## config.mk

```make
export PLATFORM = sky130hd
export DESIGN_NAME = shp_zero_run_line_decoder_unit
export DESIGN_NICKNAME = d
export VERILOG_FILES = /design/src/rtl/core/shp_zrld_pkg.sv /design/src/rtl/core/shp_zrld_rsp_queue.sv /design/src/rtl/core/shp_zero_run_line_decoder_unit.sv
export SDC_FILE = /design/constraint.sdc
export NUM_CORES = 1
export LEC_CHECK = 0
export ABC_AREA = 1
export CORE_MARGIN = 2
export CORE_UTILIZATION = 30
export DETAILED_ROUTE_END_ITERATION = 8
export DONT_BUFFER_PORTS = 1
export SKIP_CTS_REPAIR_TIMING = 1
export SYNTH_ARGS = -nofsm -noshare
export SYNTH_HDL_FRONTEND = slang
export SYNTH_SLANG_ARGS = --single-unit
```

## constraint.sdc

```tcl
create_clock -name clock -period 19.64 [get_ports clock]
set_input_delay 5.892 -clock clock [delete_from_list [all_inputs] [get_ports clock]]
set_output_delay 5.892 -clock clock [all_outputs]
set_load 0.01 [all_outputs]
```

## src/rtl/core/shp_zrld_pkg.sv

```systemverilog
// shared types and constants of the zero-run line decoder
package shp_zrld_pkg;

   localparam int unsigned DEF_MAX_WIDTH  = 1024;
   localparam int unsigned DEF_MAX_HEIGHT = 1024;

   localparam int unsigned BYTE_W    = 8;
   localparam int unsigned CFG_W     = 11;
   localparam int unsigned RUN_W     = 11;
   localparam int unsigned LEN_W     = 16;
   localparam int unsigned CSR_IDX_W = 2;

   // register indexes of the configuration port
   localparam logic [CSR_IDX_W-1:0] CSR_FRAME_WIDTH     = 2'd0;
   localparam logic [CSR_IDX_W-1:0] CSR_FRAME_HEIGHT    = 2'd1;
   localparam logic [CSR_IDX_W-1:0] CSR_COMPRESSED_MODE = 2'd2;

   // shortest line length, the two header bytes alone
   localparam logic [LEN_W-1:0] LEN_MIN = 16'd2;

   localparam int unsigned RSP_QUEUE_DEPTH = 4;

   typedef struct packed {
      logic [BYTE_W-1:0] pixel_value;
      logic [RUN_W-1:0]  run_length;
      logic              line_done;
      logic              frame_done;
      logic              clipped;
      logic              last;
   } rsp_item_type;

endpackage

```

## src/rtl/core/shp_zrld_rsp_queue.sv

```systemverilog
// result queue: takes up to two results per cycle, hands out one per transfer
module shp_zrld_rsp_queue (
   input  logic                       clock,
   input  logic                       reset,
   input  logic [1:0]                 push_cnt,
   input  shp_zrld_pkg::rsp_item_type push0,
   input  shp_zrld_pkg::rsp_item_type push1,
   output logic                       space_two,
   output logic                       out_valid,
   input  logic                       out_ready,
   output shp_zrld_pkg::rsp_item_type out_item
);
   import shp_zrld_pkg::*;

   localparam int unsigned PTR_W = $clog2(RSP_QUEUE_DEPTH);
   localparam int unsigned CNT_W = $clog2(RSP_QUEUE_DEPTH + 1);

   rsp_item_type     q_ff [RSP_QUEUE_DEPTH];
   logic [PTR_W-1:0] wr_ff, wr_in, wr_next;
   logic [PTR_W-1:0] rd_ff, rd_in;
   logic [CNT_W-1:0] count_ff, count_in;
   logic             pop;

   assign out_valid = (count_ff != '0);
   assign out_item  = q_ff[rd_ff];
   assign pop       = out_valid && out_ready;
   assign space_two = (count_ff <= CNT_W'(RSP_QUEUE_DEPTH - 2));

   assign wr_next  = wr_ff + PTR_W'(1);
   assign wr_in    = wr_ff + PTR_W'(push_cnt);
   assign rd_in    = pop ? rd_ff + PTR_W'(1) : rd_ff;
   assign count_in = count_ff + CNT_W'(push_cnt) - CNT_W'(pop);

   always_ff @(posedge clock) begin
      if (reset) begin
         wr_ff    <= '0;
         rd_ff    <= '0;
         count_ff <= '0;
      end else begin
         wr_ff    <= wr_in;
         rd_ff    <= rd_in;
         count_ff <= count_in;
      end
   end

   always_ff @(posedge clock) begin
      if (push_cnt != 2'd0) begin
         q_ff[wr_ff] <= push0;
      end
      if (push_cnt == 2'd2) begin
         q_ff[wr_next] <= push1;
      end
   end

endmodule

```

## src/rtl/core/shp_zero_run_line_decoder_unit.sv

```systemverilog
// zero-run line decoder: coded sprite bytes in, pixel runs out
// a result can be taken in the cycle after the byte that causes it is accepted
// one byte per cycle while the queue has room for two; a byte that closes a line with a run gives two
//   results, and the result port then sets the pace at one result per cycle
// a four-entry result queue decouples the two sides; bytes are taken while it has room for two
// synchronous reset clears the frame position and queue; config resets to 1 x 1, compressed
module shp_zero_run_line_decoder_unit #(
   parameter int unsigned MAX_WIDTH  = shp_zrld_pkg::DEF_MAX_WIDTH,
   parameter int unsigned MAX_HEIGHT = shp_zrld_pkg::DEF_MAX_HEIGHT
) (
   input  logic                                clock,
   input  logic                                reset,
   input  logic                                req_tvalid,
   output logic                                req_tready,
   input  logic [shp_zrld_pkg::BYTE_W-1:0]     req_tdata,  // data_byte
   output logic                                rsp_tvalid,
   input  logic                                rsp_tready,
   output logic [23:0]                         rsp_tdata,  // pixel_value, run_length, zero fill
   output logic [2:0]                          rsp_tuser,  // line_done, frame_done, clipped
   output logic                                rsp_tlast,
   input  logic                                csr_valid,
   output logic                                csr_ready,
   input  logic [shp_zrld_pkg::CSR_IDX_W-1:0]  csr_index,
   input  logic [shp_zrld_pkg::CFG_W-1:0]      csr_data
);
   import shp_zrld_pkg::*;

   localparam logic [CFG_W-1:0] WIDTH_CAP  =
      (MAX_WIDTH > 2047) ? 11'd2047 : CFG_W'(MAX_WIDTH);
   localparam logic [CFG_W-1:0] HEIGHT_CAP =
      (MAX_HEIGHT > 2047) ? 11'd2047 : CFG_W'(MAX_HEIGHT);

   typedef enum logic [1:0] {PH_LOW, PH_HIGH, PH_BODY} phase_type;

   // effective (saturated) configuration
   logic [CFG_W-1:0] width_ff, width_in;
   logic [CFG_W-1:0] height_ff, height_in;
   logic             mode_ff, mode_in;

   phase_type        phase_ff, phase_in;
   logic [LEN_W-1:0] len_ff, len_in;
   logic [LEN_W-1:0] used_ff, used_in;
   logic             skip_ff, skip_in;
   logic [CFG_W-1:0] col_ff, col_in;
   logic [CFG_W-1:0] row_ff, row_in;
   logic             clip_ff, clip_in;

   logic             accept, csr_write;
   logic [CFG_W-1:0] room, kept_skip;
   logic             last_row;
   logic [LEN_W-1:0] hdr_len;
   logic             line_end, raw_ld;
   rsp_item_type     res0, res1, line_item;
   logic [1:0]       push_cnt;
   logic             space_two;
   rsp_item_type     out_item;

   assign accept    = req_tvalid && req_tready;
   assign csr_ready = 1'b1;
   assign csr_write = csr_valid && csr_ready;
   assign req_tready = space_two;

   assign room      = (col_ff < width_ff) ? width_ff - col_ff : '0;
   assign kept_skip = ({3'b000, req_tdata} < room) ? {3'b000, req_tdata} : room;
   assign last_row  = ({1'b0, row_ff} + 12'd1) >= {1'b0, height_ff};
   assign hdr_len   = {req_tdata, len_ff[7:0]};

   always_comb begin
      width_in  = width_ff;
      height_in = height_ff;
      mode_in   = mode_ff;
      phase_in  = phase_ff;
      len_in    = len_ff;
      used_in   = used_ff;
      skip_in   = skip_ff;
      col_in    = col_ff;
      row_in    = row_ff;
      clip_in   = clip_ff;
      res0      = '0;
      res1      = '0;
      line_item = '0;
      push_cnt  = 2'd0;
      line_end  = 1'b0;
      raw_ld    = 1'b0;

      if (accept) begin
         if (!mode_ff) begin
            col_in = col_ff + ((room != '0) ? 11'd1 : 11'd0);
            raw_ld = (col_in >= width_ff);
            res0   = '{req_tdata, 11'd1, raw_ld, raw_ld && last_row, clip_ff, 1'b1};
            push_cnt = 2'd1;
            if (raw_ld) begin
               row_in   = last_row ? '0 : row_ff + 11'd1;
               phase_in = PH_LOW;
               len_in   = '0;
               used_in  = '0;
               skip_in  = 1'b0;
               col_in   = '0;
               clip_in  = 1'b0;
            end
         end else begin
            case (phase_ff)
               PH_LOW: begin
                  len_in   = {8'h00, req_tdata};
                  used_in  = 16'd1;
                  phase_in = PH_HIGH;
               end
               PH_HIGH: begin
                  len_in  = (hdr_len < LEN_MIN) ? LEN_MIN : hdr_len;
                  used_in = LEN_MIN;
                  if (hdr_len <= LEN_MIN) begin
                     line_end = 1'b1;
                  end else begin
                     phase_in = PH_BODY;
                  end
               end
               PH_BODY: begin
                  used_in = used_ff + 16'd1;
                  if (skip_ff) begin
                     skip_in = 1'b0;
                     clip_in = clip_ff | ({3'b000, req_tdata} > kept_skip);
                     col_in  = col_ff + kept_skip;
                     if (kept_skip != '0) begin
                        res0     = '{8'h00, kept_skip, 1'b0, 1'b0, clip_in, 1'b1};
                        push_cnt = 2'd1;
                     end
                  end else if (req_tdata != 8'h00) begin
                     if (room != '0) begin
                        col_in   = col_ff + 11'd1;
                        res0     = '{req_tdata, 11'd1, 1'b0, 1'b0, clip_ff, 1'b1};
                        push_cnt = 2'd1;
                     end else begin
                        clip_in = 1'b1;
                     end
                  end else if (used_in < len_ff) begin
                     skip_in = 1'b1;
                  end
                  // a zero as the line's last byte has no count and is dropped
                  line_end = (used_in >= len_ff);
               end
               default: begin
                  phase_in = PH_LOW;
               end
            endcase

            if (line_end) begin
               line_item = '{8'h00, (col_in < width_ff) ? width_ff - col_in : 11'd0,
                             1'b1, last_row, clip_in, 1'b1};
               if (push_cnt != 2'd0) begin
                  res0.last = 1'b0;
                  res1      = line_item;
                  push_cnt  = 2'd2;
               end else begin
                  res0     = line_item;
                  push_cnt = 2'd1;
               end
               row_in   = last_row ? '0 : row_ff + 11'd1;
               phase_in = PH_LOW;
               len_in   = '0;
               used_in  = '0;
               skip_in  = 1'b0;
               col_in   = '0;
               clip_in  = 1'b0;
            end
         end
      end

      // a write to the width, height or mode register restarts the frame
      if (csr_write && (csr_index == CSR_FRAME_WIDTH || csr_index == CSR_FRAME_HEIGHT ||
                        csr_index == CSR_COMPRESSED_MODE)) begin
         case (csr_index)
            CSR_FRAME_WIDTH: begin
               width_in = (csr_data == '0) ? 11'd1 :
                          (csr_data > WIDTH_CAP) ? WIDTH_CAP : csr_data;
            end
            CSR_FRAME_HEIGHT: begin
               height_in = (csr_data == '0) ? 11'd1 :
                           (csr_data > HEIGHT_CAP) ? HEIGHT_CAP : csr_data;
            end
            CSR_COMPRESSED_MODE: begin
               mode_in = csr_data[0];
            end
            default: begin
               mode_in = mode_ff;
            end
         endcase
         phase_in = PH_LOW;
         len_in   = '0;
         used_in  = '0;
         skip_in  = 1'b0;
         col_in   = '0;
         row_in   = '0;
         clip_in  = 1'b0;
      end
   end

   always_ff @(posedge clock) begin
      if (reset) begin
         width_ff  <= 11'd1;
         height_ff <= 11'd1;
         mode_ff   <= 1'b1;
         phase_ff  <= PH_LOW;
         len_ff    <= '0;
         used_ff   <= '0;
         skip_ff   <= 1'b0;
         col_ff    <= '0;
         row_ff    <= '0;
         clip_ff   <= 1'b0;
      end else begin
         width_ff  <= width_in;
         height_ff <= height_in;
         mode_ff   <= mode_in;
         phase_ff  <= phase_in;
         len_ff    <= len_in;
         used_ff   <= used_in;
         skip_ff   <= skip_in;
         col_ff    <= col_in;
         row_ff    <= row_in;
         clip_ff   <= clip_in;
      end
   end

   shp_zrld_rsp_queue u_rsp_queue (
      .clock     (clock),
      .reset     (reset),
      .push_cnt  (push_cnt),
      .push0     (res0),
      .push1     (res1),
      .space_two (space_two),
      .out_valid (rsp_tvalid),
      .out_ready (rsp_tready),
      .out_item  (out_item)
   );

   assign rsp_tdata = {5'b00000, out_item.run_length, out_item.pixel_value};
   assign rsp_tuser = {out_item.clipped, out_item.frame_done, out_item.line_done};
   assign rsp_tlast = out_item.last;

endmodule

```

After elaboration in Yosys (flattened, before gate mapping)
Memories as Yosys holds them, arrays and structs flattened. A register that Yosys moved wholly into a read port is not among the register bits. Index checks and enable logic that the tools add are counted.

Bits in registers: 88. Bits in writable memories: 92. Bits of input ports: 26. Memories: 1. Word-level logic and storage cells: 160. Output and inout bits: 31.

Add/sub/neg operators: 13. Mux-type cells: 80. Reductions and logical operators: 27. Equal/unequal tests: 12. $lt $le $gt $ge: 12. Bitwise operators: 1.

Memories: u_rsp_queue.q_ff (depth 4, bits a word 23, read ports 1, clocked after Yosys merged registers in 1, write ports 2, RTL line shp_zrld_rsp_queue.sv:18) `rsp_item_type q_ff [RSP_QUEUE_DEPTH];`.

Operators with widths (number): two-way mux 11 bit (18); two-way mux 23 bit (7); two-way mux 16 bit (6); two-way mux 15 bit (5); one-hot mux 16 bit (3 select lines) (1); one-hot mux 16 bit (2 select lines) (1); two-way mux 2 bit (14); two-way mux 1 bit (25); adder 11 x 1 -> 11 bit, second input constant (2); less-than comparator 11 bit (2); two-way mux 22 bit (1); nonzero test 11 bit (2); subtractor 11 bit (2); adder 16 x 1 -> 16 bit, second input constant (1); >= comparator 16 bit (1); less-or-equal comparator 16 x 2 -> 1 bit, second input constant (1); less-than comparator 16 bit (1); less-than comparator 16 x 2 -> 1 bit, second input constant (1); adder 11 x 1 -> 12 bit, second input constant (1); >= comparator 12 x 11 -> 1 bit (1); AND reduction 3 bit (4); adder 11 x 1 -> 11 bit (1); adder 11 bit (1); >= comparator 11 bit (1); other kinds (29) (45).

Longest topological paths before layout
Depth after elaboration: 18. Mapped depth: 54. Gate-level depth less buffers: 52.

Cells and area by module
Synthesis repeated with hierarchy kept, for this count alone.

Cell total of the unflattened synthesis: 1924. Area, all modules: 13726.9 um^2.

By module, submodules not included: shp_zero_run_line_decoder_unit (area an instance 8550.7 um^2, sequential area each 1621.6 um^2, times used 1, cells an instance 1407); shp_zrld_rsp_queue (area an instance 5176.2 um^2, sequential area each 2942.8 um^2, times used 1, cells an instance 517).

Worst setup path before layout
OpenSTA, ideal clock, no wires.

Kind: input-to-reg. Start point: input port req_tdata[6] (netlist bit). End point: memory u_rsp_queue.q_ff[1][7] (netlist bit), data pin. Stages: 36. Data required time: 19.386 ns. Setup slack: 9.220 ns. Data arrival time: 10.165 ns. Library setup time: 0.254 ns. Cells stage by stage: ha_1 > a21oi_1 > o21ai_0 > nand3_4 > nand3_4 > nand2_1 > nand2_1 > inv_1 > ha_1 > inv_1 > fa_1 > nor2_1 > nand2_1 > nand2_1 > a21oi_1 > o21bai_1 > a21oi_1 > o21ai_0 > nand2_1 > nand2_1 > a21oi_1 > xor2_1 > nand2_1 > nand3_1 > nand2_1 > inv_1 > ha_1 > nand2_1 > nor4_1 > nand3_1 > nand2_1 > a21oi_1 > o21ai_0 > nand3_2 > nand4_1 > nand2_1.

RTL lines: start, declared (RTL line shp_zero_run_line_decoder_unit.sv:15) `input logic [shp_zrld_pkg::BYTE_W-1:0] req_tdata,`; end, declared (RTL line shp_zrld_rsp_queue.sv:18).

==> results.cfg <==
[outcome]
status = finished, final reports clean

[sta]
tightest_slew_ns = 1.077
fin_tns_setup_ns = 0
finalClockSkew_ns = 0.01432
drv_slew = 0
setup_violations = 0
period_share_pct = 55.26
fin_crit_ns = 10.85
hold_violations = 0
fmax_ghz = 0.09214
rsz0062_at_grt = false
slew_headroom_pct = 28.15

[synthesis]
yosysMostFrequentCell = nand2_1
synth_flop_cell = dfxtp_1
yosys-top-cells-area = dfxtp_1, edfxtp_1, nand2_1
synth_top_area_cell = dfxtp_1
yosysWarningCount = 0
ys_seq_elements = 182
yosys.cell_types.count = 56
yosysSeqAreaShare_pct = 32.54
yosysTopAreaCellShare_pct = 18.73
synth_cells = 1846
async_flop_share_pct = 0
syn_area_um2 = 13040
syn_avg_cell_area_um2 = 7.065
synth.top_cells.by_count = nand2_1, inv_1, o21ai_0, nor2_1, nand3_1
synth_edf_count = 60

[floorplan]
core_um2 = 42980
die_y_um = 212.5
rows = 76
die_w_um = 212.5
dieArea_um2 = 45150
start_util_pct = 30.34
io_pins = 57

[clock_tree]
cts_max_level = 4
root_buffer = clkbuf_16
clkSinkCount = 182
clkLatencyLatePin_ns = 0.47
cts.path.max_buffers = 2
cts_made_buffers = 17
cts.reportedPaths.clkPinSlew_ns = 0.08
cts_tree = yes

[detailed_routing]
wl_per_cell_um = 16.34
num_vias = 12090
firstDrtPassIters = 5
drt_iter0_drc = 935
drt-total-wl_mm = 39.29
drtAntennaViolNets = 0
drc_errors = 0
viasPerCell = 5.028

[setup_path]
cpPeakStageDelay_ns = 0.38
slowest_stage = fa_1
critical_path_arrival_ns = 11.15
start_kind = input pin
required_ns = 19.94
cp_max_fo = 9
path_class = in -> reg
cp-end-kind = flip-flop
crit_top_cell = nand2_1

[worst_hold_path]
hp-class = reg -> reg

[pwr]
ir_worst_vdd_mv = 0.06854
power.density_nw_per_um2 = 101.6
cellLeakagePower_nw = 6.182
p_total_mw = 1.438

[placement]
gp_congestion = 0.9571
hpwl_mm = 29.85
post-place-cells = 2372
portBuffers = 0

[finish]
antennaDiodeCount = 0
finalNonFillerCells = 2404
syn_to_final_growth_pct = 8.568
final_nets = 1937
filler_cell_count = 4586
drive_above_1_share_pct = 5.937

[global_route]
grt_pass1_vias = 11510
grt_pass1_wl_mm = 62.72
antenna_found_initial = 0
grtUsageTotal_pct = 17.65
overflow = 0
grt_max_degree = 48

[run]
cap_violations = 0
-- cell type report --
type,instances,area [um^2],area share [%]
sequential,182,4244,29.98
tap,585,732.0,5.170
clock buffer,17,425.4,3.005
multi-input combinational,1364,7616,53.79
timing repair buffer,16,120.1,0.8484
clock inverter,15,176.4,1.246
inverter,225,844.6,5.965
-- kinds of logic after synthesis --
group,Yosys count,share of synthesized area (%)
AOI/OAI and AO/OA,360,14.80
xor gates and xnor gates,55,3.694
adders and majority gates,105,10.30
buffers and inverters,306,9.268
DFF,182,32.54
other,2,0.05759
and+or+nand+nor,836,29.33
-- path summary, 6_finish.rpt --
check	cells after the start	from	slack [ns]	to
setup reg to reg	47	col_ff[3]	11.86	u_rsp_queue.q_ff[3][4]
hold reg to reg	2	height_ff[3]	0.47	height_ff[3]
hold / removal	2	height_ff[3]	0.47	height_ff[3]
setup / recovery	36	req_tdata[6]	8.79	u_rsp_queue.q_ff[3][4]
-- per-stage QoR --
| stage | util (%) | hold slack (ns) | worst slack, ns | instance area (um^2) |
|---|---|---|---|---|
| after floorplan | - | 0.4324 | 9.220 | 13060 |
| after global placement | 31.54 | 0.4469 | 8.435 | 13560 |
| after detailed placement | 31.54 | 0.4562 | 8.378 | 13560 |
| after CTS | 32.94 | 0.4670 | 8.852 | 14160 |
| after global routing | 32.94 | 0.4901 | 8.264 | 14160 |
| final | 32.94 | 0.4656 | 8.788 | 14160 |
-- sequential cells by signal, summed over array words and instances (netlist names), named ones only --
name and cells:
col_ff 11, clip_ff 1, u_rsp_queue.rd_ff 2, width_ff 11
phase_ff 2, u_rsp_queue.wr_ff 2, skip_ff 1, u_rsp_queue.q_ff 92
row_ff 11, height_ff 11, len_ff 16, used_ff 16
u_rsp_queue.count_ff 3, mode_ff 1
-- placed cells by master (no fill, tap or decap), drive strengths merged, types with 2 or more instances in the layout --
cell,n
a21oi,123
xnor2,12
dfxtp,122
clkbuf,17
fa,4
o21a,2
a211oi,5
clkinv,11
nand3,138
and2,2
xor2,43
nor4,7
o22ai,24
and3,2
nor3b,4
o221ai,3
or2,7
ha,101
nand4,57
a21o,2
conb,8
inv,229
buf,16
o21ai,183
nor2,181
nand2,414
a31oi,4
o21bai,5
edfxtp,60
nor3,23
-- metal layers --
layer  track usage (%)  up-vias  part of all wire [%]  routed length, um
li1                  -     6070                     -                  -
met1             22.26     5569                    44              17180
met2             29.65      373                    47              18650
met3             2.792       75                   5.2               2037
met4             7.933        0                   3.6               1421
met5                 0        -                     0                  0
-- worst max-delay path: cells and delay by family --
kind                       cells  cell delay, ns
buffers and inverters          4            0.33
xor gates and xnor gates       1            0.09
and+or+nand+nor               19            2.24
AOI/OAI and AO/OA              8            1.38
adders and majority gates      4            1.21
-- power breakdown --
group	switching (mW)	internal, mW	leakage [nW]
sequential	0.0215	0.408	1.57
combinational	0.448	0.204	4.32
clock	0.183	0.173	0.294
total	0.653	0.786	6.18
No activity file was read; power rests on OpenSTA's default activity.
